[src/rtl/dlfs_pkg.sv]
// Shared types and constants for the dual-length frame splitter.
package dlfs_pkg;

   // Header layout: total length word, then metadata length word
   localparam int HDR_BYTES      = 8;
   localparam int WORD_BYTES     = 4;
   localparam int HDR_BITS       = HDR_BYTES * 8;
   localparam int HDR_CNT_BITS   = 3;
   localparam int TOTAL_OVERHEAD = 4;

   // Result kind codes
   localparam logic [1:0] KIND_META  = 2'd0;
   localparam logic [1:0] KIND_FILE  = 2'd1;
   localparam logic [1:0] KIND_EMPTY = 2'd2;
   localparam logic [1:0] KIND_BAD   = 2'd3;

   // Parser phase, one-hot
   typedef enum logic [3:0] {
      PH_HEADER = 4'b0001,
      PH_META   = 4'b0010,
      PH_FILE   = 4'b0100,
      PH_SKIP   = 4'b1000
   } phase_type;

   // One result transaction
   typedef struct packed {
      logic [7:0] out_byte;
      logic [1:0] kind;
      logic       last_in_part;
      logic       last_in_frame;
   } rsp_type;

endpackage

[src/rtl/dual_length_frame_splitter.sv]
// A result is registered in the output buffer when the byte that causes it is accepted.
// Throughput: one byte per cycle unless req_stall is high; the parser update
// is a single register-to-register pass; a skid register absorbs one output stall.
// Reset (synchronous, active high) returns the parser to the header phase
// with all counters cleared and empties the result registers.
module dual_length_frame_splitter #(
   parameter int LEN_BITS = 32
) (
   input  logic       clock,
   input  logic       reset,
   input  logic       req_valid,
   output logic       req_stall,
   input  logic [7:0] req_in_byte,
   output logic       rsp_valid,
   input  logic       rsp_stall,
   output logic [7:0] rsp_out_byte,
   output logic [1:0] rsp_kind,
   output logic       rsp_last_in_part,
   output logic       rsp_last_in_frame
);

   logic              accept;
   logic              res_valid;
   dlfs_pkg::rsp_type res;
   dlfs_pkg::rsp_type rsp_data;

   assign accept = req_valid && !req_stall;

   // Parse the stream
   dlfs_parser #(
      .LEN_BITS (LEN_BITS)
   ) u_parser (
      .clock     (clock),
      .reset     (reset),
      .accept    (accept),
      .in_byte   (req_in_byte),
      .res_valid (res_valid),
      .res       (res)
   );

   // Buffer results toward the output channel
   dlfs_out_buf u_out_buf (
      .clock     (clock),
      .reset     (reset),
      .push      (accept && res_valid),
      .push_data (res),
      .full      (req_stall),
      .out_valid (rsp_valid),
      .out_stall (rsp_stall),
      .out_data  (rsp_data)
   );

   assign rsp_out_byte      = rsp_data.out_byte;
   assign rsp_kind          = rsp_data.kind;
   assign rsp_last_in_part  = rsp_data.last_in_part;
   assign rsp_last_in_frame = rsp_data.last_in_frame;

   // Input stalls only while a result is waiting in the skid stage
   a_stall_needs_output: assert property (@(posedge clock) disable iff (reset)
      req_stall |-> rsp_valid)
      else $error("input stalled with no pending result");

   // Status-only results carry no byte and close the frame
   a_status_shape: assert property (@(posedge clock) disable iff (reset)
      rsp_valid && (rsp_kind == dlfs_pkg::KIND_EMPTY || rsp_kind == dlfs_pkg::KIND_BAD)
      |-> rsp_out_byte == 8'd0 && rsp_last_in_frame && !rsp_last_in_part)
      else $error("malformed status result");

   // The end of the file part is always the end of the frame
   a_file_end: assert property (@(posedge clock) disable iff (reset)
      rsp_valid && rsp_kind == dlfs_pkg::KIND_FILE
      |-> rsp_last_in_part == rsp_last_in_frame)
      else $error("file part end disagrees with frame end");

endmodule

[src/rtl/dlfs_parser.sv]
// Header parser and body tagger: consumes one byte per accepted transaction.
module dlfs_parser #(
   parameter int LEN_BITS = 32
) (
   input  logic              clock,
   input  logic              reset,
   input  logic              accept,
   input  logic [7:0]        in_byte,
   output logic              res_valid,
   output dlfs_pkg::rsp_type res
);

   localparam logic [dlfs_pkg::HDR_CNT_BITS-1:0] HDR_LAST =
      dlfs_pkg::HDR_CNT_BITS'(dlfs_pkg::HDR_BYTES - 1);
   localparam logic [LEN_BITS-1:0] OVERHEAD = LEN_BITS'(dlfs_pkg::TOTAL_OVERHEAD);
   localparam logic [LEN_BITS-1:0] ONE      = LEN_BITS'(1);
   localparam int TOTAL_LSB = dlfs_pkg::WORD_BYTES * 8;

   dlfs_pkg::phase_type                phase_ff, phase_in, phase_eff;
   logic [dlfs_pkg::HDR_CNT_BITS-1:0]  hdr_cnt_ff, hdr_cnt_in;
   logic [dlfs_pkg::HDR_BITS-1:0]      hdr_shift_ff, hdr_shift_in;
   logic [LEN_BITS-1:0]                meta_rem_ff, meta_rem_in;
   logic [LEN_BITS-1:0]                body_rem_ff, body_rem_in;

   logic [dlfs_pkg::HDR_BITS-1:0]      hdr_full;
   logic [LEN_BITS-1:0]                total_word, meta_len, body_len;

   // Resolve phases whose counter is already exhausted
   always_comb begin
      phase_eff = phase_ff;
      if (phase_eff != dlfs_pkg::PH_HEADER && body_rem_ff == '0) begin
         phase_eff = dlfs_pkg::PH_HEADER;
      end
      if (phase_eff == dlfs_pkg::PH_META && meta_rem_ff == '0) begin
         phase_eff = dlfs_pkg::PH_FILE;
      end
   end

   // Pick the length words out of the completed header
   assign hdr_full   = {hdr_shift_ff[dlfs_pkg::HDR_BITS-9:0], in_byte};
   assign total_word = hdr_full[TOTAL_LSB +: LEN_BITS];
   assign meta_len   = hdr_full[LEN_BITS-1:0];
   assign body_len   = total_word - OVERHEAD;

   // Advance the parser for the current byte
   always_comb begin
      phase_in     = phase_eff;
      hdr_cnt_in   = hdr_cnt_ff;
      hdr_shift_in = hdr_shift_ff;
      meta_rem_in  = meta_rem_ff;
      body_rem_in  = body_rem_ff;
      res_valid    = 1'b0;
      res          = '0;
      unique case (phase_eff)
         dlfs_pkg::PH_HEADER: begin
            hdr_shift_in = hdr_full;
            hdr_cnt_in   = hdr_cnt_ff + 1'b1;
            if (hdr_cnt_ff == HDR_LAST) begin
               hdr_shift_in = '0;
               if (total_word < OVERHEAD) begin
                  res_valid         = 1'b1;
                  res.kind          = dlfs_pkg::KIND_BAD;
                  res.last_in_frame = 1'b1;
               end else if (meta_len > body_len) begin
                  body_rem_in       = body_len;
                  meta_rem_in       = '0;
                  phase_in          = (body_len != '0) ? dlfs_pkg::PH_SKIP
                                                       : dlfs_pkg::PH_HEADER;
                  res_valid         = 1'b1;
                  res.kind          = dlfs_pkg::KIND_BAD;
                  res.last_in_frame = 1'b1;
               end else if (body_len == '0) begin
                  res_valid         = 1'b1;
                  res.kind          = dlfs_pkg::KIND_EMPTY;
                  res.last_in_frame = 1'b1;
               end else begin
                  body_rem_in = body_len;
                  meta_rem_in = meta_len;
                  phase_in    = (meta_len != '0) ? dlfs_pkg::PH_META
                                                 : dlfs_pkg::PH_FILE;
               end
            end
         end
         dlfs_pkg::PH_SKIP: begin
            body_rem_in = body_rem_ff - ONE;
            if (body_rem_ff == ONE) begin
               phase_in = dlfs_pkg::PH_HEADER;
            end
         end
         dlfs_pkg::PH_META: begin
            meta_rem_in       = meta_rem_ff - ONE;
            body_rem_in       = body_rem_ff - ONE;
            res_valid         = 1'b1;
            res.out_byte      = in_byte;
            res.kind          = dlfs_pkg::KIND_META;
            res.last_in_part  = (meta_rem_ff == ONE);
            res.last_in_frame = (body_rem_ff == ONE);
            if (body_rem_ff == ONE) begin
               phase_in = dlfs_pkg::PH_HEADER;
            end else if (meta_rem_ff == ONE) begin
               phase_in = dlfs_pkg::PH_FILE;
            end
         end
         dlfs_pkg::PH_FILE: begin
            body_rem_in       = body_rem_ff - ONE;
            res_valid         = 1'b1;
            res.out_byte      = in_byte;
            res.kind          = dlfs_pkg::KIND_FILE;
            res.last_in_part  = (body_rem_ff == ONE);
            res.last_in_frame = (body_rem_ff == ONE);
            if (body_rem_ff == ONE) begin
               phase_in = dlfs_pkg::PH_HEADER;
            end
         end
         default: begin
            phase_in = dlfs_pkg::PH_HEADER;
         end
      endcase
   end

   // Hold state between transactions, update on accept
   always_ff @(posedge clock) begin
      if (reset) begin
         phase_ff     <= dlfs_pkg::PH_HEADER;
         hdr_cnt_ff   <= '0;
         hdr_shift_ff <= '0;
         meta_rem_ff  <= '0;
         body_rem_ff  <= '0;
      end else if (accept) begin
         phase_ff     <= phase_in;
         hdr_cnt_ff   <= hdr_cnt_in;
         hdr_shift_ff <= hdr_shift_in;
         meta_rem_ff  <= meta_rem_in;
         body_rem_ff  <= body_rem_in;
      end
   end

endmodule

[src/rtl/dlfs_out_buf.sv]
// Result register with a skid stage so input and output stall independently.
module dlfs_out_buf (
   input  logic              clock,
   input  logic              reset,
   input  logic              push,
   input  dlfs_pkg::rsp_type push_data,
   output logic              full,
   output logic              out_valid,
   input  logic              out_stall,
   output dlfs_pkg::rsp_type out_data
);

   logic              main_valid_ff, skid_valid_ff;
   dlfs_pkg::rsp_type main_ff, skid_ff;
   logic              pop;

   assign pop       = main_valid_ff && !out_stall;
   assign full      = skid_valid_ff;
   assign out_valid = main_valid_ff;
   assign out_data  = main_ff;

   // Track occupancy of the main and skid registers
   always_ff @(posedge clock) begin
      if (reset) begin
         main_valid_ff <= 1'b0;
         skid_valid_ff <= 1'b0;
      end else if (skid_valid_ff) begin
         if (pop) begin
            skid_valid_ff <= 1'b0;
         end
      end else if (push) begin
         if (main_valid_ff && !pop) begin
            skid_valid_ff <= 1'b1;
         end else begin
            main_valid_ff <= 1'b1;
         end
      end else if (pop) begin
         main_valid_ff <= 1'b0;
      end
   end

   // Move payload: refill main from skid, else capture new transaction
   always_ff @(posedge clock) begin
      if (skid_valid_ff) begin
         if (pop) begin
            main_ff <= skid_ff;
         end
      end else if (push) begin
         if (main_valid_ff && !pop) begin
            skid_ff <= push_data;
         end else begin
            main_ff <= push_data;
         end
      end
   end

endmodule
[config.mk]
export PLATFORM = sky130hd
export DESIGN_NAME = dual_length_frame_splitter
export DESIGN_NICKNAME = d
export VERILOG_FILES = /design/src/rtl/dlfs_pkg.sv /design/src/rtl/dual_length_frame_splitter.sv /design/src/rtl/dlfs_parser.sv /design/src/rtl/dlfs_out_buf.sv
export SDC_FILE = /design/constraint.sdc
export NUM_CORES = 1
export LEC_CHECK = 0
export BUFFER_PORTS_ARGS = -buffer_cell sky130_fd_sc_hd__buf_2
export CAP_MARGIN = 20
export CORE_MARGIN = 5
export CORE_UTILIZATION = 55
export DETAILED_ROUTE_END_ITERATION = 12
export PLACE_DENSITY = 0.72
export SETUP_SLACK_MARGIN = 0.15
export SYNTH_ARGS = -nofsm -noshare
export SYNTH_HDL_FRONTEND = slang
export SYNTH_SLANG_ARGS = --single-unit
export TNS_END_PERCENT = 50
[constraint.sdc]
create_clock -name clock -period 10.3 [get_ports clock]
set_input_delay 2.06 -clock clock [delete_from_list [all_inputs] [get_ports clock]]
set_output_delay 2.06 -clock clock [all_outputs]
set_load 0.005 [all_outputs]
### Yosys cells after proc, flatten, opt, wreduce, memory -nomap -nowiden

Index checks and enable logic that the tools add are counted.

| cells by class | value |
|---|---|
| shifts and indexed selects | 0 |
| add/sub/neg operators | 4 |
| $mul | 0 |
| multiplexer cells | 47 |
| equal/unequal tests | 15 |
| div/mod/pow operators | 0 |
| order comparisons | 2 |
| reduce and logical (&&, ||, !) cells | 27 |
| bitwise logic cells | 1 |

Operators by type and width:

| kind | count |
|---|---|
| 2-to-1 mux 32 bit | 8 |
| one-hot mux 32 bit (2 select lines) | 2 |
| zero test 32 bit | 3 |
| == test 32 x 1 -> 1 bit, second input constant | 2 |
| nonzero test 32 bit | 2 |
| subtractor 32 x 1 -> 32 bit, second input constant | 2 |
| 2-to-1 mux 56 bit | 1 |
| 2-to-1 mux 12 bit | 4 |
| 2-to-1 mux 4 bit | 10 |
| > comparator 32 bit | 1 |
| < comparator 32 x 3 -> 1 bit, second input constant | 1 |
| subtractor 32 x 3 -> 32 bit, second input constant | 1 |
| one-hot mux 4 bit (3 select lines) | 1 |
| 2-to-1 mux 1 bit | 11 |
| AND reduction 5 bit | 2 |
| AND reduction 3 bit | 3 |
| == test 4 x 2 -> 1 bit, second input constant | 2 |
| 2-to-1 mux 2 bit | 4 |
| 2-to-1 mux 8 bit | 1 |
| nonzero test 2 bit | 4 |
| logical AND 1 bit | 6 |
| != test 2 bit, second input constant | 3 |
| one-hot mux 1 bit (2 select lines) | 3 |
| == test 4 x 1 -> 1 bit, second input constant | 1 |
| 14 further kinds | 18 |

| storage, ports and cells | value |
|---|---|
| bits in writable memories | 0 |
| register bits | 153 |
| bits in read-only memories | 0 |
| output and inout bits | 14 |
| memories kept | 0 |
| input bits | 12 |
| bits in latches | 0 |

### Longest topological paths before layout

| logic depth | value |
|---|---|
| depth after elaboration | 12 |
| mapped depth | 20 |
| depth with buffers taken out | 16 |

### Cells and area by module

Synthesis repeated with hierarchy kept, for this count alone.

| second synthesis, totals | value |
|---|---|
| cells, all modules | 1,141 |
| area total of the unflattened synthesis | 9,499.1 µm² |

Modules (own cells, without submodules):

| module | times used | cells an instance | area an instance (µm²) |
|---|---|---|---|
| dlfs_parser | 1 | 1,089 | 8,479.4 |
| dlfs_out_buf | 1 | 50 | 1,004.7 |
| dual_length_frame_splitter | 1 | 2 | 15.0 |

### Worst setup path before layout

OpenSTA, ideal clock, no wires.

| timing path | value |
|---|---|
| path type | reg-to-reg |
| from | register u_parser.hdr_shift_ff[44] (netlist name) |
| to | register u_out_buf.main_ff (netlist bit u_out_buf.out_data[0]), enable pin |
| stages on the path, launching flop included | 17 |
| buffers on the path | 2 |
| setup slack | 5,200 ps |
| required time | 9,898 ps |
| arrival time | 4,698 ps |
| cells stage by stage | dfxtp_1 clkbuf_1 or3_1 clkbuf_1 or2_2 or3_1 nor2_1 nand2_1 xor2_1 ha_1 nand4_1 or3_1 o2bb2ai_1 o21ai_0 a21oi_1 o31ai_2 a221oi_1 |

| on the way | value |
|---|---|
| cells in the longest elaborated chain, start to end | 10 |
| elaborated cells on any way between the ends | 12 |
| classes of those cells | add/sub: 1; order compare: 2; mux: 5; reduce/logical: 4 |

RTL lines:

| element | RTL line | source |
|---|---|---|
| start: declaration | dlfs_parser.sv:21 | `logic [dlfs_pkg::HDR_BITS-1:0] hdr_shift_ff, hdr_shift_in;` |
| start signal: assignment | dlfs_parser.sv:132 | `hdr_shift_ff <= hdr_shift_in;` |
| parallel branches: the longest is 4 deep, another holds subtractor 32 x 3 -> 32 bit | n/a |  |
| 2-to-1 mux 1 bit * | dlfs_parser.sv:60 | `if (total_word < OVERHEAD) begin` |
| 2-to-1 mux 1 bit * | dlfs_parser.sv:58 | `if (hdr_cnt_ff == HDR_LAST) begin` |
| one-hot mux 1 bit (2 select lines) * | dlfs_parser.sv:54 | `unique case (phase_eff)` |
| logical AND 1 bit * | dual_length_frame_splitter.sv:45 | `.push (accept && res_valid),` |
| nonzero test 2 bit (no source line) * | n/a |  |
| AND reduction 3 bit (no source line) * | n/a |  |
| end signal: assignment | dlfs_out_buf.sv:46 | `main_ff <= skid_ff;` |
| end signal: assignment | dlfs_out_buf.sv:52 | `main_ff <= push_data;` |
| end: declaration | dlfs_out_buf.sv:14 | `dlfs_pkg::rsp_type main_ff, skid_ff;` |

Every way passes the cells marked *.
A chain may end at the register's enable or synchronous reset.

### Worst setup path in the final report

| timing path | value |
|---|---|
| from | register u_parser.hdr_shift_ff[26] (netlist name) |
| to | register u_parser.meta_rem_ff[19] |

| on the way | value |
|---|---|
| cells in the longest elaborated chain, start to end | 6 |
| elaborated cells on any way between the ends | 11 |
| classes of those cells | add/sub: 1; order compare: 2; eq/ne: 2; mux: 4; reduce/logical: 2 |

RTL lines:

| element | RTL line | source |
|---|---|---|
| subtractor 32 x 3 -> 32 bit | dlfs_parser.sv:43 | `assign body_len = total_word - OVERHEAD;` |
| > comparator 32 bit | dlfs_parser.sv:64 | `end else if (meta_len > body_len) begin` |
| 2-to-1 mux 32 bit | dlfs_parser.sv:64 |  |
| 2-to-1 mux 32 bit | dlfs_parser.sv:60 |  |
| 2-to-1 mux 32 bit | dlfs_parser.sv:58 |  |
| one-hot mux 32 bit (2 select lines) | dlfs_parser.sv:54 |  |
| end signal: assignment | dlfs_parser.sv:133 | `meta_rem_ff <= meta_rem_in;` |
| end: declaration | dlfs_parser.sv:22 | `logic [LEN_BITS-1:0] meta_rem_ff, meta_rem_in;` |

Several ways; a longest one is shown, not always the timed one. The select of a mux whose other input is x is not followed.

==> flow_metrics.tcl <==
set metrics [dict create \
    outcome "completed" \
    cts_buffer_depth 2 \
    timing.hold.worst.class "register to register" \
    io_pins 26 \
    path_cells "nor4_2, nand2_1, or4_1, xnor2_1, inv_1, ha_1, a211o_1, a21oi_1, nor2_1, a2111oi_0, a21oi_1, buf_4, or4_1, buf_4, a22o_1, a32o_1" \
    clock_sinks 153 \
    ys_seq_area_share_pct 34.2 \
    vias 9529 \
    r2r_end "u_parser.meta_rem_ff[19]" \
    setup_viol 0 \
    path_max_fanout 27 \
    first_iter_violations 1093 \
    port_buffers 25 \
    globalplace.congestion 0.944 \
    synth.most_common_cell "nor2_1" \
    cpPeakStageDelay_ns 0.96 \
    synthTopCellsByCount "145 x nor2_1, 140 x a21oi_1, 129 x dfxtp_1" \
    cts_hold_buffers 0 \
    synth.net_count 1259 \
    hold_depth 2 \
    clk_latency_ns 0.44 \
    maxSlewViolCount 0 \
    p_int_w 0.000999 \
    power_frac_seq_pct 46.4 \
    p_total_w 0.00133 \
    min_period_ns 5.56 \
    stdcell_count 1425 \
    yosysTopAreaCell "dfxtp_1" \
    sw_frac_of_total_pct 25.1 \
    yosysWarnings 0 \
    grt_first_pass_wirelength_mm 47.8 \
    cts_tree "yes" \
    pwr-share-clk_pct 47.6 \
    post-place-cells 1393 \
    critical_path_class "register to register" \
    grt_max_degree 103 \
    cp.arrival_ns 5.88 \
    antenna_left 0 \
    leakage_nw 3.87 \
    slowest_stage "or4_1" \
    hold_start "u_parser.hdr_cnt_ff[1]" \
    synth_seq_cells 153 \
    crit_path_start_kind "register" \
    rsz0062_at_grt "no" \
    syn_inst 1206 \
    die_w_um 142 \
    grt_antenna_before_repair 0 \
    synth.top_cell.area_share_pct 26.8 \
    numCtsBuffers 17 \
    postCtsSetupBuffers 0 \
    max_freq_mhz 180 \
    synth_edf_count 24 \
    dpl.hpwl_mm 20.0 \
    cts_resized 0 \
    drv_cap 0 \
    rows 48 \
    ys_async_sr_fraction_pct 0 \
    fin_crit_sh_pct 53.9 \
    critPathRequiredTime_ns 10.63 \
    finalHoldViolations 0 \
    slew_headroom_pct 35.9 \
    utilization_pct 60.9 \
    n_antenna_cell 0 \
    wire_per_inst_um 20.7 \
    whs_endpoint "u_parser.hdr_cnt_ff[1]" \
    wirelength_mm 29.5 \
    first_global_vias 8525 \
    vdd_drop_max_mv 0.120 \
    p_switching_w 0.000334 \
    synthTopCellsByArea "dfxtp_1 27%, edfxtp_1 7.5%, a21oi_1 7.3%, nor2_1 5.6%, ha_1 5.3%" \
    grt_overflow 0 \
    rr_worst_depth 16 \
    timing.rr.start "u_parser.hdr_shift_ff[26]" \
    nets 1240 \
    power.share.combinational_pct 6.0 \
    fin_worst_skew_ns 0.00917 \
    htreeDepth 4 \
    syn_to_final_growth_pct 8.89 \
    worstMarginPinSlew_ns 0.955 \
    rrSetupSlack_ns 4.74 \
    synth_ff_type "dfxtp_1" \
    initial_core_util_pct 56.0 \
    netlist_area_mm2 0.00965 \
    drc 0 \
    synth.distinct_cells 71 \
    via_per_inst 6.69 \
    tns_ns 0 \
    powerDensity_mw_per_mm2 127 \
    worst_setup_path_end_kind "register" \
    core_area_mm2 0.0172 \
    avgSynthCellArea_um2 8.00 \
    grt_usage_pct 29.5 \
    cts-root-buf "clkbuf_16" \
    dieHeight_um 142 \
    layout-drive-gt1-share_pct 8.92 \
    first_pass_iters 6 \
    path_clk_slew_ns 0.07 \
    die_area_mm2 0.0203 \
]
[how the worst max path moves through the flow]
stage                              startpoint                  endpoint  cells after the start
floorplan           u_parser.hdr_shift_ff[44]     u_out_buf.out_data[0]                     16
global placement               req_in_byte[7]  u_parser.meta_rem_ff[19]                     12
detailed placement             req_in_byte[7]  u_parser.meta_rem_ff[19]                     12
CTS                 u_parser.hdr_shift_ff[26]  u_parser.meta_rem_ff[19]                     16
global route        u_parser.hdr_shift_ff[26]  u_parser.meta_rem_ff[19]                     16
finish              u_parser.hdr_shift_ff[26]  u_parser.meta_rem_ff[19]                     16
[per-stage QoR]
step	cell area, um2	worst slack, ns	hold WS (ns)
after detailed placement	9910	4.68	0.458
after floorplan	9650	5.20	0.440
after global placement	9900	4.76	0.447
after CTS	10500	4.81	0.469
after global routing	10500	4.36	0.502
final	10500	4.74	0.466
[final cells by class]
type | count | area, um2
Fill cell | 1528 | 6730
Multi-Input combinational cell | 942 | 5940
Sequential cell | 153 | 3300
Clock buffer | 21 | 483
Timing Repair Buffer | 46 | 285
Tap cell | 225 | 282
Clock inverter | 11 | 109
Inverter | 27 | 101
[placed cells by master, fill, tap and decap left out, drive strengths merged, types with 30 or more instances in the layout]
master,count
dfxtp,129
ha,41
a21oi,140
nor3b,58
nor2,145
nor4,42
o21ai,35
nand2,76
buf,46
nor3,49
a211oi,33
nand3,34
o31ai,30
[layer usage]
metal / global-route usage [%] / vias up / routed length, um
met4: 8.35 / 0 / 639
met3: 5.98 / 68 / 2920
li1: - / 4499 / -
met1: 42.8 / 4450 / 13000
met5: 0 / - / 0
met2: 44.5 / 512 / 12900
[sequential cells by signal, summed over array words and instances, names as in the netlist]
name / flops
u_out_buf.full: 1
u_out_buf.out_data: 12
u_out_buf.out_valid: 1
u_out_buf.skid_ff: 12
u_parser.body_rem_ff: 32
u_parser.hdr_cnt_ff: 3
u_parser.hdr_shift_ff: 56
u_parser.meta_rem_ff: 32
u_parser.phase_ff: 4
[logic make-up after synthesis]
family	after synthesis	share of synthesized area, %
multiplexers	12	1.36
AO/OA/AOI/OAI	351	23.4
AND/OR/NAND/NOR	501	27.9
adder cells (fa/ha/maj)	41	5.32
flip-flops	153	34.2
buffers and inverters	111	4.48
XOR/XNOR	37	3.36
[power groups by stage]
stage	Sequential (W)	Clock, W	Combinational [W]
2_1_floorplan	0.000626	0	0.0000557
3_3_place_gp	0.000631	0	0.0000779
3_5_place_dp	0.000631	0	0.0000792
4_1_cts	0.000618	0.000638	0.0000798
5_1_grt	0.000618	0.000669	0.0000896
6_report	0.000618	0.000635	0.0000807
[critical path, delay by kind of cell, from the launching register on]
kind | cells | cell delay [ns]
xor gates and xnor gates | 1 | 0.34
buffers and inverters | 3 | 0.74
DFF | 1 | 0.43
AOI/OAI and AO/OA | 6 | 1.37
and+or+nand+nor | 5 | 2.23
adders and majority gates | 1 | 0.33
No activity file was read; power rests on OpenSTA's default activity.
